<file path="src/cbd_pkg.sv">
`default_nettype none
package cbd_pkg;

  localparam logic [7:0] CH_CR   = 8'h0D;
  localparam logic [7:0] CH_LF   = 8'h0A;
  localparam logic [7:0] CH_SEMI = 8'h3B;
  localparam logic [7:0] CH_SP   = 8'h20;
  localparam logic [7:0] CH_TAB  = 8'h09;

  localparam logic [31:0] MAX_BODY_RESET = 32'd1048576;

  localparam int QUEUE_DEPTH = 2;
  localparam int QPTR_W      = $clog2(QUEUE_DEPTH);
  localparam int QCNT_W      = $clog2(QUEUE_DEPTH + 1);

  typedef enum logic [2:0] {
    CLS_CR,
    CLS_LF,
    CLS_SEMI,
    CLS_WS,
    CLS_HEX,
    CLS_OTHER
  } cls_t;

  typedef struct packed {
    logic [7:0] raw;
    cls_t       cls;
    logic [3:0] hexv;
  } entry_t;

  typedef enum logic [5:0] {
    PH_SIZE    = 6'b000001,
    PH_DATA    = 6'b000010,
    PH_DATA_CR = 6'b000100,
    PH_DATA_LF = 6'b001000,
    PH_TRAILER = 6'b010000,
    PH_DONE    = 6'b100000
  } phase_t;

  typedef enum logic [1:0] {
    ST_BUSY      = 2'd0,
    ST_COMPLETE  = 2'd1,
    ST_BAD       = 2'd2,
    ST_TOO_LARGE = 2'd3
  } status_t;

  typedef struct packed {
    logic digit;
    logic after;
    logic ext;
    logic cr;
    logic ovf;
  } flags_t;

endpackage
`default_nettype wire

</file>
<file path="src/cbd_front.sv">
`default_nettype none
module cbd_front (
  input  wire logic            clk,
  input  wire logic            rst,
  input  wire logic [7:0]      data_byte,
  input  wire logic            data_valid,
  output logic                 data_ready,
  output cbd_pkg::entry_t      q_entry,
  output logic                 q_valid,
  input  wire logic            q_ready
);
  import cbd_pkg::*;

  function automatic entry_t classify(input logic [7:0] b);
    entry_t e;
    e.raw  = b;
    e.hexv = '0;
    e.cls  = CLS_OTHER;
    if (b == CH_CR) begin
      e.cls = CLS_CR;
    end else if (b == CH_LF) begin
      e.cls = CLS_LF;
    end else if (b == CH_SEMI) begin
      e.cls = CLS_SEMI;
    end else if (b == CH_SP || b == CH_TAB) begin
      e.cls = CLS_WS;
    end else if (b >= 8'h30 && b <= 8'h39) begin
      e.cls  = CLS_HEX;
      e.hexv = b[3:0];
    end else if ((b >= 8'h61 && b <= 8'h66) || (b >= 8'h41 && b <= 8'h46)) begin
      e.cls  = CLS_HEX;
      e.hexv = 4'(b[3:0] + 4'd9);
    end
    return e;
  endfunction

  logic   fv;
  entry_t fentry;

  assign data_ready = !fv || q_ready;
  assign q_valid    = fv;
  assign q_entry    = fentry;

  always_ff @(posedge clk) begin
    if (rst) begin
      fv <= 1'b0;
    end else if (data_ready) begin
      fv <= data_valid;
    end
  end

  always_ff @(posedge clk) begin
    if (data_valid && data_ready) begin
      fentry <= classify(data_byte);
    end
  end

endmodule
`default_nettype wire

</file>
<file path="src/cbd_queue.sv">
`default_nettype none
module cbd_queue (
  input  wire logic            clk,
  input  wire logic            rst,
  input  wire cbd_pkg::entry_t wr_entry,
  input  wire logic            wr_valid,
  output logic                 wr_ready,
  output cbd_pkg::entry_t      rd_entry,
  output logic                 rd_valid,
  input  wire logic            rd_ready
);
  import cbd_pkg::*;

  entry_t            slots [QUEUE_DEPTH];
  logic [QPTR_W-1:0] wr_ptr;
  logic [QPTR_W-1:0] rd_ptr;
  logic [QCNT_W-1:0] count;
  logic              push;
  logic              pop;

  assign wr_ready = count != QCNT_W'(QUEUE_DEPTH);
  assign rd_valid = count != '0;
  assign rd_entry = slots[rd_ptr];
  assign push     = wr_valid && wr_ready;
  assign pop      = rd_valid && rd_ready;

  always_ff @(posedge clk) begin
    if (rst) begin
      wr_ptr <= '0;
      rd_ptr <= '0;
      count  <= '0;
    end else begin
      if (push) begin
        wr_ptr <= (wr_ptr == QPTR_W'(QUEUE_DEPTH - 1)) ? '0 : wr_ptr + 1'b1;
      end
      if (pop) begin
        rd_ptr <= (rd_ptr == QPTR_W'(QUEUE_DEPTH - 1)) ? '0 : rd_ptr + 1'b1;
      end
      if (push && !pop) begin
        count <= count + 1'b1;
      end else if (pop && !push) begin
        count <= count - 1'b1;
      end
    end
  end

  always_ff @(posedge clk) begin
    if (push) begin
      slots[wr_ptr] <= wr_entry;
    end
  end

endmodule
`default_nettype wire

</file>
<file path="src/cbd_exec.sv">
`default_nettype none
module cbd_exec #(
  parameter int SIZE_BITS = 32
) (
  input  wire logic            clk,
  input  wire logic            rst,
  input  wire logic            cfg_wen,
  input  wire logic [31:0]     cfg_wdata,
  input  wire cbd_pkg::entry_t rd_entry,
  input  wire logic            rd_valid,
  output logic                 rd_ready,
  output logic                 out_valid,
  input  wire logic            out_ready,
  output logic [7:0]           body_byte,
  output logic                 body_valid,
  output logic [1:0]           status
);
  import cbd_pkg::*;

  localparam int CW = ((SIZE_BITS > 32) ? SIZE_BITS : 32) + 1;

  logic [31:0]          max_body_size;
  phase_t               phase, phase_next;
  status_t              final_status, final_status_next;
  logic [31:0]          chunk_remaining, chunk_remaining_next;
  logic [31:0]          body_total, body_total_next;
  logic [SIZE_BITS-1:0] size_accum, size_accum_next;
  flags_t               flags, flags_next;
  logic [7:0]           ob;
  logic                 ov;
  logic                 pop;
  logic [CW-1:0]        sum;
  logic                 too_big;

  assign rd_ready = !out_valid || out_ready;
  assign pop      = rd_valid && rd_ready;
  assign sum      = CW'(body_total) + CW'(size_accum);
  assign too_big  = sum > CW'(max_body_size);

  always_comb begin
    flags_t fl;
    phase_next           = phase;
    final_status_next    = final_status;
    chunk_remaining_next = chunk_remaining;
    body_total_next      = body_total;
    size_accum_next      = size_accum;
    flags_next           = flags;
    ob                   = '0;
    ov                   = 1'b0;
    fl                   = flags;
    unique case (phase)
      PH_SIZE: begin
        if (flags.cr && rd_entry.cls == CLS_LF) begin
          size_accum_next = '0;
          flags_next      = '0;
          if (!flags.digit) begin
            phase_next        = PH_DONE;
            final_status_next = ST_BAD;
          end else if (flags.ovf) begin
            phase_next        = PH_DONE;
            final_status_next = ST_TOO_LARGE;
          end else if (size_accum == '0) begin
            phase_next = PH_TRAILER;
          end else if (too_big) begin
            phase_next        = PH_DONE;
            final_status_next = ST_TOO_LARGE;
          end else begin
            chunk_remaining_next = 32'(size_accum);
            phase_next           = PH_DATA;
          end
        end else if (flags.cr && !flags.ext) begin
          flags_next.cr     = 1'b0;
          phase_next        = PH_DONE;
          final_status_next = ST_BAD;
        end else begin
          fl.cr = 1'b0;
          if (rd_entry.cls == CLS_CR) begin
            fl.cr = 1'b1;
          end else if (fl.ext) begin
            fl.ext = 1'b1;
          end else if (rd_entry.cls == CLS_SEMI) begin
            if (!fl.digit) begin
              phase_next        = PH_DONE;
              final_status_next = ST_BAD;
            end else begin
              fl.ext = 1'b1;
            end
          end else if (rd_entry.cls == CLS_WS) begin
            if (fl.digit) begin
              fl.after = 1'b1;
            end
          end else if (rd_entry.cls == CLS_HEX && !fl.after) begin
            fl.digit = 1'b1;
            if (!fl.ovf) begin
              if (size_accum[SIZE_BITS-1 -: 4] != 4'd0) begin
                fl.ovf = 1'b1;
              end else begin
                size_accum_next = {size_accum[SIZE_BITS-5:0], rd_entry.hexv};
              end
            end
          end else begin
            phase_next        = PH_DONE;
            final_status_next = ST_BAD;
          end
          flags_next = fl;
        end
      end
      PH_DATA: begin
        ob              = rd_entry.raw;
        ov              = 1'b1;
        body_total_next = body_total + 32'd1;
        if (chunk_remaining != '0) begin
          chunk_remaining_next = chunk_remaining - 32'd1;
        end
        if (chunk_remaining <= 32'd1) begin
          phase_next = PH_DATA_CR;
        end
      end
      PH_DATA_CR: begin
        if (rd_entry.cls == CLS_CR) begin
          phase_next = PH_DATA_LF;
        end else begin
          phase_next        = PH_DONE;
          final_status_next = ST_BAD;
        end
      end
      PH_DATA_LF: begin
        if (rd_entry.cls == CLS_LF) begin
          phase_next      = PH_SIZE;
          flags_next      = '0;
          size_accum_next = '0;
        end else begin
          phase_next        = PH_DONE;
          final_status_next = ST_BAD;
        end
      end
      PH_TRAILER: begin
        if (flags.cr && rd_entry.cls == CLS_LF) begin
          if (!flags.digit) begin
            phase_next        = PH_DONE;
            final_status_next = ST_COMPLETE;
          end
          flags_next = '0;
        end else begin
          if (fl.cr) begin
            fl.cr    = 1'b0;
            fl.digit = 1'b1;
          end
          if (rd_entry.cls == CLS_CR) begin
            fl.cr = 1'b1;
          end else begin
            fl.digit = 1'b1;
          end
          flags_next = fl;
        end
      end
      PH_DONE: begin
        phase_next = PH_DONE;
      end
      default: begin
        phase_next = PH_DONE;
      end
    endcase
  end

  always_ff @(posedge clk) begin
    if (rst) begin
      max_body_size <= MAX_BODY_RESET;
    end else if (cfg_wen) begin
      max_body_size <= cfg_wdata;
    end
  end

  always_ff @(posedge clk) begin
    if (rst) begin
      phase           <= PH_SIZE;
      final_status    <= ST_BUSY;
      chunk_remaining <= '0;
      body_total      <= '0;
      size_accum      <= '0;
      flags           <= '0;
      out_valid       <= 1'b0;
    end else begin
      if (pop) begin
        phase           <= phase_next;
        final_status    <= final_status_next;
        chunk_remaining <= chunk_remaining_next;
        body_total      <= body_total_next;
        size_accum      <= size_accum_next;
        flags           <= flags_next;
        out_valid       <= 1'b1;
      end else if (out_ready) begin
        out_valid <= 1'b0;
      end
    end
  end

  always_ff @(posedge clk) begin
    if (pop) begin
      body_byte  <= ob;
      body_valid <= ov;
      status     <= final_status_next;
    end
  end

  a_status_sticky: assert property (@(posedge clk) disable iff (rst)
    final_status != ST_BUSY |=> final_status == $past(final_status))
    else $error("final status changed after being set");

  a_done_matches_status: assert property (@(posedge clk) disable iff (rst)
    (phase == PH_DONE) == (final_status != ST_BUSY))
    else $error("done phase and final status disagree");

  a_data_has_remaining: assert property (@(posedge clk) disable iff (rst)
    phase == PH_DATA |-> chunk_remaining != '0)
    else $error("data phase with no bytes remaining");

  a_body_only_busy: assert property (@(posedge clk) disable iff (rst)
    out_valid && body_valid |-> status == ST_BUSY)
    else $error("body byte passed out with final status");

endmodule
`default_nettype wire

</file>
<file path="src/chunked_body_decoder_unit.sv">
`default_nettype none
// Chunked transfer body decoder: takes the raw body of a chunked message one
// byte per transaction on data_byte and returns exactly one result transaction
// per input byte, carrying the decoded payload byte (body_valid high for chunk
// data), and the running status: in progress, complete, bad request or too
// large. Sustained rate is one byte per clock with out_ready high; the
// per-byte state update in the execute stage sets that figure. A byte's
// result passes the classify register, queue slot and output register; the
// two sides stall independently through that queue. max_body_size is checked
// against the running body total plus the chunk size when each size line ends
// and must only be written while the decoder is idle. Once complete or in
// error the status sticks and later bytes return body_valid low until reset.
module chunked_body_decoder_unit #(
  parameter int SIZE_BITS = 32
) (
  input  wire logic        clk,
  input  wire logic        rst,
  input  wire logic        cfg_wen,
  input  wire logic [31:0] cfg_wdata,
  input  wire logic [7:0]  data_byte,
  input  wire logic        data_valid,
  output logic             data_ready,
  output logic [7:0]       body_byte,
  output logic             body_valid,
  output logic [1:0]       status,
  output logic             out_valid,
  input  wire logic        out_ready
);
  import cbd_pkg::*;

  entry_t f_entry;
  logic   f_valid;
  logic   f_ready;
  entry_t q_entry;
  logic   q_valid;
  logic   q_ready;

  cbd_front u_front (
    .clk        (clk),
    .rst        (rst),
    .data_byte  (data_byte),
    .data_valid (data_valid),
    .data_ready (data_ready),
    .q_entry    (f_entry),
    .q_valid    (f_valid),
    .q_ready    (f_ready)
  );

  cbd_queue u_queue (
    .clk      (clk),
    .rst      (rst),
    .wr_entry (f_entry),
    .wr_valid (f_valid),
    .wr_ready (f_ready),
    .rd_entry (q_entry),
    .rd_valid (q_valid),
    .rd_ready (q_ready)
  );

  cbd_exec #(
    .SIZE_BITS (SIZE_BITS)
  ) u_exec (
    .clk        (clk),
    .rst        (rst),
    .cfg_wen    (cfg_wen),
    .cfg_wdata  (cfg_wdata),
    .rd_entry   (q_entry),
    .rd_valid   (q_valid),
    .rd_ready   (q_ready),
    .out_valid  (out_valid),
    .out_ready  (out_ready),
    .body_byte  (body_byte),
    .body_valid (body_valid),
    .status     (status)
  );

endmodule
`default_nettype wire
</file>
<file path="config.mk">
export PLATFORM = sky130hd
export DESIGN_NAME = chunked_body_decoder_unit
export DESIGN_NICKNAME = d
export VERILOG_FILES = /design/src/cbd_pkg.sv /design/src/cbd_front.sv /design/src/cbd_queue.sv /design/src/cbd_exec.sv /design/src/chunked_body_decoder_unit.sv
export SDC_FILE = /design/constraint.sdc
export NUM_CORES = 1
export LEC_CHECK = 0
export BUFFER_PORTS_ARGS = -buffer_cell sky130_fd_sc_hd__buf_2
export CORE_MARGIN = 1
export CORE_UTILIZATION = 35
export CTS_BUF_LIST = sky130_fd_sc_hd__clkbuf_4
export CTS_CLUSTER_SIZE = 16
export DETAILED_ROUTE_END_ITERATION = 8
export GPL_TIMING_DRIVEN = 0
export HOLD_SLACK_MARGIN = 0.06
export PLACE_DENSITY = 0.58
export SYNTH_ARGS = -nofsm -noshare
export SYNTH_HDL_FRONTEND = slang
export SYNTH_HIERARCHICAL = 1
export SYNTH_SLANG_ARGS = --single-unit
export TNS_END_PERCENT = 100
</file>
<file path="constraint.sdc">
create_clock -name clk -period 4.5 [get_ports clk]
set_input_delay 1.35 -clock clk [delete_from_list [all_inputs] [get_ports clk]]
set_output_delay 1.35 -clock clk [all_outputs]
set_load 0.02 [all_outputs]
</file>
[Word level (Yosys, flattened, before mapping)]
Memory sizes are Yosys's and may differ from the RTL's. A register that Yosys moved wholly into a read port is not among the register bits.
Index checks and enable logic that the tools add are counted.
Operators by class
  magnitude comparators: 8
  add/subtract/negate cells: 8
  reduce and logical (&&, ||, !) cells: 42
  eq/ne operators: 39
  muxes and demuxes: 95
Operators with widths (number)
  $mux W32: 16
  $pmux W32 S2: 2
  $mux W6: 16
  $mux W2: 22
  $add A32 B32 Y33: 1
  $gt A33 B32 Y1: 1
  $add A32 B1 Y32 const B: 1
  $le A32 B1 Y1 const B: 1
  $logic_not A32 Y1: 1
  $reduce_bool A32 Y1: 1
  $sub A32 B1 Y32 const B: 1
  $pmux W6 S5: 1
  $reduce_and A10 Y1: 3
  $mux W1: 29
  $mux W5: 5
  $eq A8 B4 Y1 const B: 3
  $eq A8 B6 Y1 const B: 2
  $ge A8 B7 Y1 const B: 2
  $le A8 B7 Y1 const B: 2
  $ne A3 B2 Y1 const B: 5
  $pmux W5 S3: 1
  $ne A2 B1 Y1 const B: 6
  $logic_and A1 B1 Y1: 11
  $reduce_and A11 Y1: 1
  other kinds (35): 58
Word-level totals
  RAM bits: 30
  flip-flop bits (word level): 173
  input port bits: 45
  memories kept: 1
Memories
  u_queue.slots: words 2, bits a word 15, read ports 1, clocked after Yosys merged registers in 1, wr ports 1, line cbd_queue.sv:14  | entry_t slots [QUEUE_DEPTH];

[Longest topological paths before layout]
Gate-level depths: netlist (run 1).
  word-level depth: 11
  depth in mapped cells: 21
  depth with buffers taken out: 20

[By module]
Netlist (run 1), hierarchy kept.
By module, submodules not included
  cbd_exec: area an instance 9786.9 um2, sequential area each 3173.0 um2, cells an instance 1248, instances 1
  cbd_queue: area an instance 1305.0 um2, sequential area each 1001.0 um2, cells an instance 71, instances 1
  cbd_front: area an instance 854.6 um2, sequential area each 470.5 um2, cells an instance 62, instances 1

[Worst setup path before layout (run 1)]
OpenSTA, ideal clock, no wires.
  kind: reg-to-reg
  start point: register u_exec.body_total[0]
  end point: register u_exec.chunk_remaining[10]
  stages on the path, launching flop included: 21
  setup slack: -446 ps
  library setup time: 117 ps
  period minus slack after synthesis: 4946 ps
  arrival: 4828 ps
  cells stage by stage: dfxtp_1 ha_1 inv_1 fa_1 nor2b_1 o31a_1 o211ai_1 o21ai_1 a31oi_1 o21ai_1 a21oi_1 or4_1 ha_1 a211oi_1 nand2_1 o221a_2 a2111oi_1 o211a_1 buf_2 o221ai_1 a32o_1
Between the ends
  longest elaborated chain between the ends: 4
RTL lines
  from (decl): line cbd_exec.sv:26  | logic [31:0] body_total, body_total_next;
  from (signal assigned): line cbd_exec.sv:188  | body_total <= body_total_next;
  $add A32 B32 Y33: line cbd_exec.sv:37  | assign sum = CW'(body_total) + CW'(size_accum);
  $gt A33 B32 Y1: line cbd_exec.sv:38  | assign too_big = sum > CW'(max_body_size);
  $ne A2 B2 Y1 (no line)
  $reduce_and A8 Y1 (no line)
  to (signal assigned): line cbd_exec.sv:187  | chunk_remaining <= chunk_remaining_next;
  to (decl): line cbd_exec.sv:25  | logic [31:0] chunk_remaining, chunk_remaining_next;
Every way passes these cells.
A chain may end at the register's enable or synchronous reset.

[Worst setup path after layout (run 1)]
  start point: register u_exec.size_accum[0]
  end point: register u_exec.chunk_remaining[25]
Between the ends
  longest elaborated chain between the ends: 4
RTL lines
  from (decl): line cbd_exec.sv:27  | logic [SIZE_BITS-1:0] size_accum, size_accum_next;
  from (signal assigned): line cbd_exec.sv:189  | size_accum <= size_accum_next;
  $add A32 B32 Y33: line cbd_exec.sv:37
  $gt A33 B32 Y1: line cbd_exec.sv:38
  $ne A2 B2 Y1 (no line)
  $reduce_and A8 Y1 (no line) *
Every way passes the cells marked *; elsewhere a longest branch is shown, timed or not.

==> results by group, run 1 <==
Critical path
  – CP Class: reg2reg
  – Critical path data arrival time: 5.64 ns
  – CP Max Fanout: 4
  – CP startpoint kind: register
  – Crit end category: register
  – Critical Path RT: 5.11 ns

Status
  – Violated checks: negative setup slack
  – Status: finished with violations

Power
  – Clk pwr share: 35.3%
  – Sequential share of power: 42.8%
  – P per Cell Area: 348 nW/um^2
  – Internal power: 3.34 mW
  – Leakage power: 5.64 nW
  – VDD IR-drop max: 289 uV
  – Switching power: 1.66 mW
  – Switching share of power: 33.2%
  – Total power: 5.00 mW
  – Combinational power share: 21.9%

Floorplan
  – Starting Density: 35.6%
  – Top Ports: 58
  – DIE HEIGHT: 187 microns
  – Die area: 34900 sq um
  – Core Region: 33500 sq um
  – DIE WIDTH: 187 microns
  – # rows: 67

GRT
  – Vias in the first global route: 10600
  – Pin count of the biggest net entering global routing: 21
  – Antenna violations before repair: 1
  – Global-route wire length before repair: 56.2 mm
  – GRT overflow: 0
  – Gr usage total: 20.1%

Detailed routing
  – Post-route ant nets: 0
  – Detailed Routing Iterations Pass 1: 7
  – Post-route DRC: 0
  – Vias per cell: 5.48
  – Final WL: 35.8 mm
  – DRT iter0 DRCs: 646
  – Via Count: 11000
  – Post-DR wirelength/cell: 17.8 microns

Final layout
  – Final non-filler cell total: 2015
  – Area of the multi-input gates: 7290 sq um
  – P&R area growth vs syn: 20.3%
  – # nets final: 1639
  – Layout cells sized above 1: 19.6%
  – Final core utilization: 42.9%
  – Register area: 4680 sq um
  – Total of fill cells in the finished design: 3399

Clock tree
  – Hold Buf Count CTS: 0
  – Root buffer cell: clkbuf_4
  – Deepest clock path buffer count: 3
  – CTS tree: built
  – H-tree levels: 2
  – Worst skew pair latency: 0.74 ns
  – Clk slew on worst S/H paths: 0.07 ns
  – CTS Sinks: 204
  – TritonCTS buffer count: 56

Synthesis
  – Synth async-reset ratio: 0%
  – Top-count cell post-synth: nor2_1
  – Synth top area share: 24.8%
  – Area contributors post-synth: dfxtp_1, edfxtp_1, ha_1
  – #FFs+latches synth: 204
  – EDFF count, synth: 56
  – Sequential element share of the synthesized area: 38.9%
  – YS warnings: 6
  – Top post-synthesis cells by count: nor2_1, dfxtp_1, a21oi_1, nand2_1, ha_1
  – Synth cell types: 88
  – Post-synth top flop: dfxtp_1
  – Syn_nets: 1499
  – Synthesized netlist cell count: 1381
  – Synth area leader: dfxtp_1
  – Mapped Area: 11900 sq um
  – Average size of a mapped cell: 8.65 sq um

Timing
  – Final WS setup: -0.536 ns
  – Tcrit/Tclk final: 112%
  – Tightest Pin Transition: 1.41 ns
  – Final Hold Viols: 0
  – Final min period: 5.04 ns
  – RSZ-0062 raised after global routing: true
  – Clock skew: 0.0687 ns
  – Maximum clock rate: 199 MHz
  – Slew margin rel.: 6.03%
  – Max-slew violation count: 0
  – Final setup vio count: 38

Flow run
  – MaxCap Viol Count: 0

Placement
  – Number of buffers added on ports: 56
  – GP Congestion: 0.905
  – Hpwl dp: 24.8 mm
  – Dpl ws: -1.43 ns
  – Placed Cells: 1885

Hold path
  – Hold Crit Class: reg2reg
-- registers in the layout, summed over array words and instances (netlist names), 2 cells and up, named ones only --
name                    count
u_exec/body_total          32
u_exec/chunk_remaining     32
u_exec/max_body_size       32
u_exec/size_accum          32
u_queue/slots              30
u_front/q_entry            15
u_exec/body_byte            8
u_exec/phase                6
u_exec/flags                5
u_exec/final_status         2
u_exec/status               2
u_queue/count               2
-- cell usage in the layout (no fill, tap or decap), types with 8 or more instances in the layout --
cell type,count
buf_2,60
dfxtp_1,128
nor2b_1,12
clkbuf_4,79
nor4_1,19
a21oi_4,10
clkbuf_1,53
mux2_2,18
nand4_1,25
nand3_1,61
nor2_1,162
dfxtp_2,15
o211ai_1,10
a32o_1,10
nand2_1,127
or3_1,8
xor2_1,39
xnor2_1,19
inv_1,54
o32ai_2,17
a21o_1,14
a21oi_2,14
a21oi_1,124
ha_1,67
edfxtp_1,56
and3_1,27
o21ai_0,35
nor3_1,30
nand2b_1,11
clkinv_1,17
and2_1,11
buf_4,18
mux2i_1,35
-- power by group through the flow --
stage | Sequential (mW) | Combinational, mW | Clock, mW
after floorplan | 2.20 | 0.684 | 0
after CTS | 2.14 | 1.08 | 1.83
final | 2.14 | 1.10 | 1.76
after global placement | 2.17 | 1.04 | 0
after global routing | 2.16 | 1.20 | 1.93
after detailed placement | 2.17 | 1.05 | 0
-- critical path: stages, from the launching register on --
cell,delay (ns)
dfxtp_4,0.36
ha_4,0.16
inv_2,0.05
fa_2,0.20
nor2b_2,0.05
o31a_1,0.33
o211ai_1,0.16
buf_4,0.17
o21ai_4,0.07
a21boi_4,0.18
o21ai_2,0.09
a2111o_1,0.38
nand4_1,0.09
ha_1,0.25
nand4_1,0.22
nor2_1,0.06
a222oi_1,0.41
nand4_1,0.28
a2111oi_4,0.42
buf_6,0.19
o211a_4,0.23
clkbuf_16,0.16
o221ai_1,0.12
a32o_1,0.30
-- routing by layer --
layer | vias to the layer above | part of all wire, % | track usage (%)
met3 | 71 | 5.9 | 5.06
li1 | 5367 | - | -
met1 | 5261 | 45 | 25.6
met5 | - | 0 | 0
met4 | 0 | 2.7 | 8.35
met2 | 340 | 46 | 32.2
-- what timing repair did --
action,4_1_cts,5_1_grt
pin swaps,41,37
buffers inserted,16,6
resized for setup,67,60
setup endpoints to repair,38,38
cloned,4,1
-- cell type report --
cell class,instances,share of cell area [%]
clock buffers,79,4.12
plain buffers,70,2.31
repair buffers,81,3.79
inverters,58,1.51
flip-flops and latches,204,32.6
well taps,448,3.90
diodes,2,0.0348
clock inverters,23,1.04
multi-input cells,1050,50.7
-- cell families after synthesis --
group                    Yosys count  share of synthesized area [%]
AO/OA/AOI/OAI                    321                           17.4
XOR/XNOR                          58                           4.25
adder cells (fa/ha/maj)           73                           7.71
buffers and inverters            128                           4.25
flip-flops                       204                           38.9
multiplexers                      53                           4.63
AND/OR/NAND/NOR                  544                           22.8
-- final timing paths --
path,start,to,slack [ns],cells past startpoint
setup reg to reg,u_exec/size_accum[0],u_exec/chunk_remaining[25],-0.54,23
hold / removal,u_front/q_entry[1],u_queue/slots[1][1],0.43,0
hold reg to reg,u_front/q_entry[1],u_queue/slots[1][1],0.43,0
setup / recovery,u_exec/size_accum[0],u_exec/chunk_remaining[25],-0.54,23
-- stage by stage --
step / area (sq um) / TNS [ns] / hold WS [ns]
after floorplan: 12000 / 0 / 0.421
after global placement: 12800 / -48.78 / 0.424
after detailed placement: 12800 / -48.19 / 0.429
after CTS: 14000 / -15.61 / 0.433
after global routing: 14400 / -24.65 / 0.438
final: 14400 / -17.17 / 0.430
Note: power is estimated with default switching activity, not from simulation.
==> inputs of run 2 (changes only) <==
- CORE_UTILIZATION: 35 -> 45
- PLACE_DENSITY: 0.58 -> 0.7
==> results by group, run 2 (same netlist as run 1, synthesis figures left out) <==
Status
  – Status: finished with violations
  – Violated checks: negative setup slack

Clock tree
  – CTS tree: built
  – Worst skew pair latency: 0.71 ns (-0.03 ns)
  – Clk slew on worst S/H paths: 0.07 ns (about the same)
  – H-tree levels: 2 (unchanged)
  – Hold Buf Count CTS: 0 (unchanged)
  – CTS Sinks: 204 (unchanged)
  – Root buffer cell: clkbuf_4
  – Deepest clock path buffer count: 3 (unchanged)
  – TritonCTS buffer count: 54 (-3.6%)

Timing
  – Final setup vio count: 38 (unchanged)
  – Slew margin rel.: 3.70% (-2.3 points)
  – Clock skew: 0.0409 ns (-0.0278 ns)
  – Final Hold Viols: 0 (unchanged)
  – Max-slew violation count: 0 (unchanged)
  – Final WS setup: -0.465 ns (+0.0707 ns)
  – Tcrit/Tclk final: 110% (-1.6 points)
  – Final min period: 4.97 ns (-0.0707 ns)
  – Tightest Pin Transition: 1.44 ns (+0.0350 ns)
  – RSZ-0062 raised after global routing: true
  – Maximum clock rate: 201 MHz (+1.4%)

Critical path
  – Crit. Startpoint: u_exec/size_accum[9]
  – Critical Path RT: 5.09 ns (-0.02 ns)
  – Slowest CP cell: a2111oi_4
  – CP Max Fanout: 5 (+1)
  – Crit end category: register
  – CP Class: reg2reg
  – Critical path data arrival time: 5.56 ns (-0.08 ns)
  – R2r endpoint: u_exec/chunk_remaining[31]
  – Crit path cell chain: ha_1 > a21oi_1 > o21ai_0 > a311oi_2 > o21ai_4 > a21boi_2 > o21ai_2 > a2111o_1 > nand4_1 > ha_1 > nand4_1 > buf_6 > nor2_4 > a222oi_1 > nand4_1 > a2111oi_4 > buf_6 > o211a_4 > buf_8 > o221ai_2 > a32o_1
  – Worst stage delay on the critical path: 0.42 ns (about the same)
  – CP dominant cell by count: nand4_1
  – R2r worst-path depth: 21 (-8.7%)
  – Bufs and invs on worst path: 3 (-1)
  – CP startpoint kind: register
  – Worst Setup EP: u_exec/chunk_remaining[31]
  – Worst reg2reg startpoint: u_exec/size_accum[9]
  – Crit path depth: 21 (-8.7%)
  – CP top delay family: compound AO/OA/AOI/OAI gates
  – Flop2flop setup slack: -0.47 ns (+0.07 ns)

Final layout
  – Area of the multi-input gates: 7200 sq um (-1.3%)
  – Final core utilization: 54.4% (+11 points)
  – Final non-filler cell total: 1902 (-5.6%)
  – Register area: 4680 sq um (about the same)
  – P&R area growth vs syn: 18.6%
  – Layout cells sized above 1: 19.5% (-0.14 points)
  – Commonest non-fill, non-tap cell in the layout: nor2_1
  – # nets final: 1642 (+0.18%)
  – Most frequent cells in the layout: nor2_1, dfxtp_1, nand2_1
  – Total of fill cells in the finished design: 2398 (-29%)

Detailed routing
  – DRT iter0 DRCs: 629 (-2.6%)
  – Post-route ant nets: 0 (unchanged)
  – Detailed Routing Iterations Pass 1: 5 (-2)
  – Vias per cell: 5.79 (+5.7%)
  – Post-route DRC: 0 (unchanged)
  – Via Count: 11000 (-0.26%)
  – Post-DR wirelength/cell: 17.7 microns (-0.58%)
  – Final WL: 33.6 mm (-6.2%)

Floorplan
  – Starting Density: 45.8% (+10 points)
  – DIE WIDTH: 165 microns (-12%)
  – DIE HEIGHT: 165 microns (-12%)
  – Die area: 27200 sq um (-22%)
  – Top Ports: 58 (unchanged)
  – Core Region: 26100 sq um (-22%)
  – # rows: 59 (-12%)

GRT
  – Vias in the first global route: 10600 (+0.73%)
  – Pin count of the biggest net entering global routing: 21 (unchanged)
  – Gr usage total: 24.8% (+4.7 points)
  – Global-route wire length before repair: 53.3 mm (-5.2%)
  – GRT overflow: 0 (unchanged)
  – Antenna violations before repair: 1 (unchanged)

Placement
  – GP Congestion: 0.931 (+2.9%)
  – Placed Cells: 1772 (-6.0%)
  – Hpwl dp: 23.6 mm (-4.8%)
  – Number of buffers added on ports: 56 (unchanged)
  – Dpl ws: -1.45 ns (-0.0178 ns)

Power
  – Switching share of power: 32.6% (-0.55 points)
  – Sequential share of power: 43.9% (+1.1 points)
  – P per Cell Area: 344 nW/um^2 (-1.1%)
  – Switching power: 1.59 mW (-4.2%)
  – Internal power: 3.28 mW (-1.8%)
  – Leakage power: 5.65 nW (about the same)
  – Combinational power share: 22.1% (+0.2 points)
  – Clk pwr share: 34.0% (-1.3 points)
  – VDD IR-drop max: 289 uV (-0.19%)

Hold path
  – Hold Crit Class: reg2reg

Flow run
  – MaxCap Viol Count: 0 (unchanged)
[run 2: changes by cell type in the layout (fill, tap and decap cells not counted), moves of 4 or more]
cell      before  now
buf_6          7   11
o221ai_2       0    6
clkinv_1      17   11
clkinv_2       5    0
o32ai_2       17    4
o32ai_1        1   14
a21oi_2       14   18
clkbuf_4      79   86
o221ai_1       6    0
[run 2: what timing repair did]
action	CTS	global route
buffers inserted	21	6
gates cloned	3	1
pin swaps	51	36
gates resized for setup	81	39
endpoints found under the setup margin	38	38
[run 2: final cells by class]
type / instances / share of cell area [%]
Multi-Input combinational cell: 1049 / 50.8
Antenna cell: 1 / 0.0177
Clock inverter: 12 / 0.415
Clock buffer: 86 / 4.56
Sequential cell: 204 / 33.0
Buffer: 70 / 2.48
Timing Repair Buffer: 87 / 4.21
Tap cell: 335 / 2.96
Inverter: 58 / 1.54
[run 2: metrics by stage]
stage          power (mW)  cell area (sq um)  TNS, ns  hold WS (ns)
2_1_floorplan        2.88              12000        0         0.421
5_1_grt              5.11              14200   -22.97         0.449
3_5_place_dp         3.20              12700   -49.65         0.430
4_1_cts              4.89              13900   -14.41         0.436
3_3_place_gp         3.19              12700   -47.05         0.424
6_report             4.87              14200   -15.25         0.435
[run 2: power by group through the flow]
stage | Combinational [mW] | Clock, mW | Sequential (mW)
3_5_place_dp | 1.02 | 0 | 2.17
2_1_floorplan | 0.684 | 0 | 2.20
3_3_place_gp | 1.02 | 0 | 2.17
6_report | 1.08 | 1.65 | 2.14
5_1_grt | 1.17 | 1.79 | 2.15
4_1_cts | 1.05 | 1.70 | 2.14
[run 2: how the worst min path moves through the flow]
stage | startpoint | to | slack [ns] | cells after the start
floorplan | u_front/q_entry[0] | u_queue/slots[0][0] | 0.42 | 0
CTS | u_front/q_entry[0] | u_queue/slots[0][0] | 0.44 | 0
finish | u_front/q_entry[0] | u_queue/slots[0][0] | 0.44 | 0
global placement | u_front/q_entry[3] | u_queue/slots[0][3] | 0.42 | 0
detailed placement | u_front/q_entry[8] | u_queue/slots[0][8] | 0.43 | 0
global route | u_front/q_entry[0] | u_queue/slots[0][0] | 0.45 | 0
[run 2: per-layer routing]
| layer | wire (microns) | track usage, % | up-vias |
|---|---|---|---|
| met5 | 0 | 0 | - |
| met4 | 1080 | 10.8 | 0 |
| met3 | 2400 | 5.02 | 92 |
| met2 | 15800 | 41.9 | 405 |
| met1 | 14300 | 30.5 | 5145 |
| li1 | - | - | 5368 |
[run 2: worst reg2reg max path, stage by stage, from the launching register on]
cell and delay (ns):
dfxtp_2 0.37, ha_1 0.34, a21oi_1 0.22, o21ai_0 0.15, a311oi_2 0.35, o21ai_4 0.12
a21boi_2 0.20, o21ai_2 0.09, a2111o_1 0.36, nand4_1 0.09, ha_1 0.24, nand4_1 0.09
buf_6 0.14, nor2_4 0.03, a222oi_1 0.40, nand4_1 0.27, a2111oi_4 0.42, buf_6 0.19
o211a_4 0.22, buf_8 0.14, o221ai_2 0.13, a32o_1 0.31
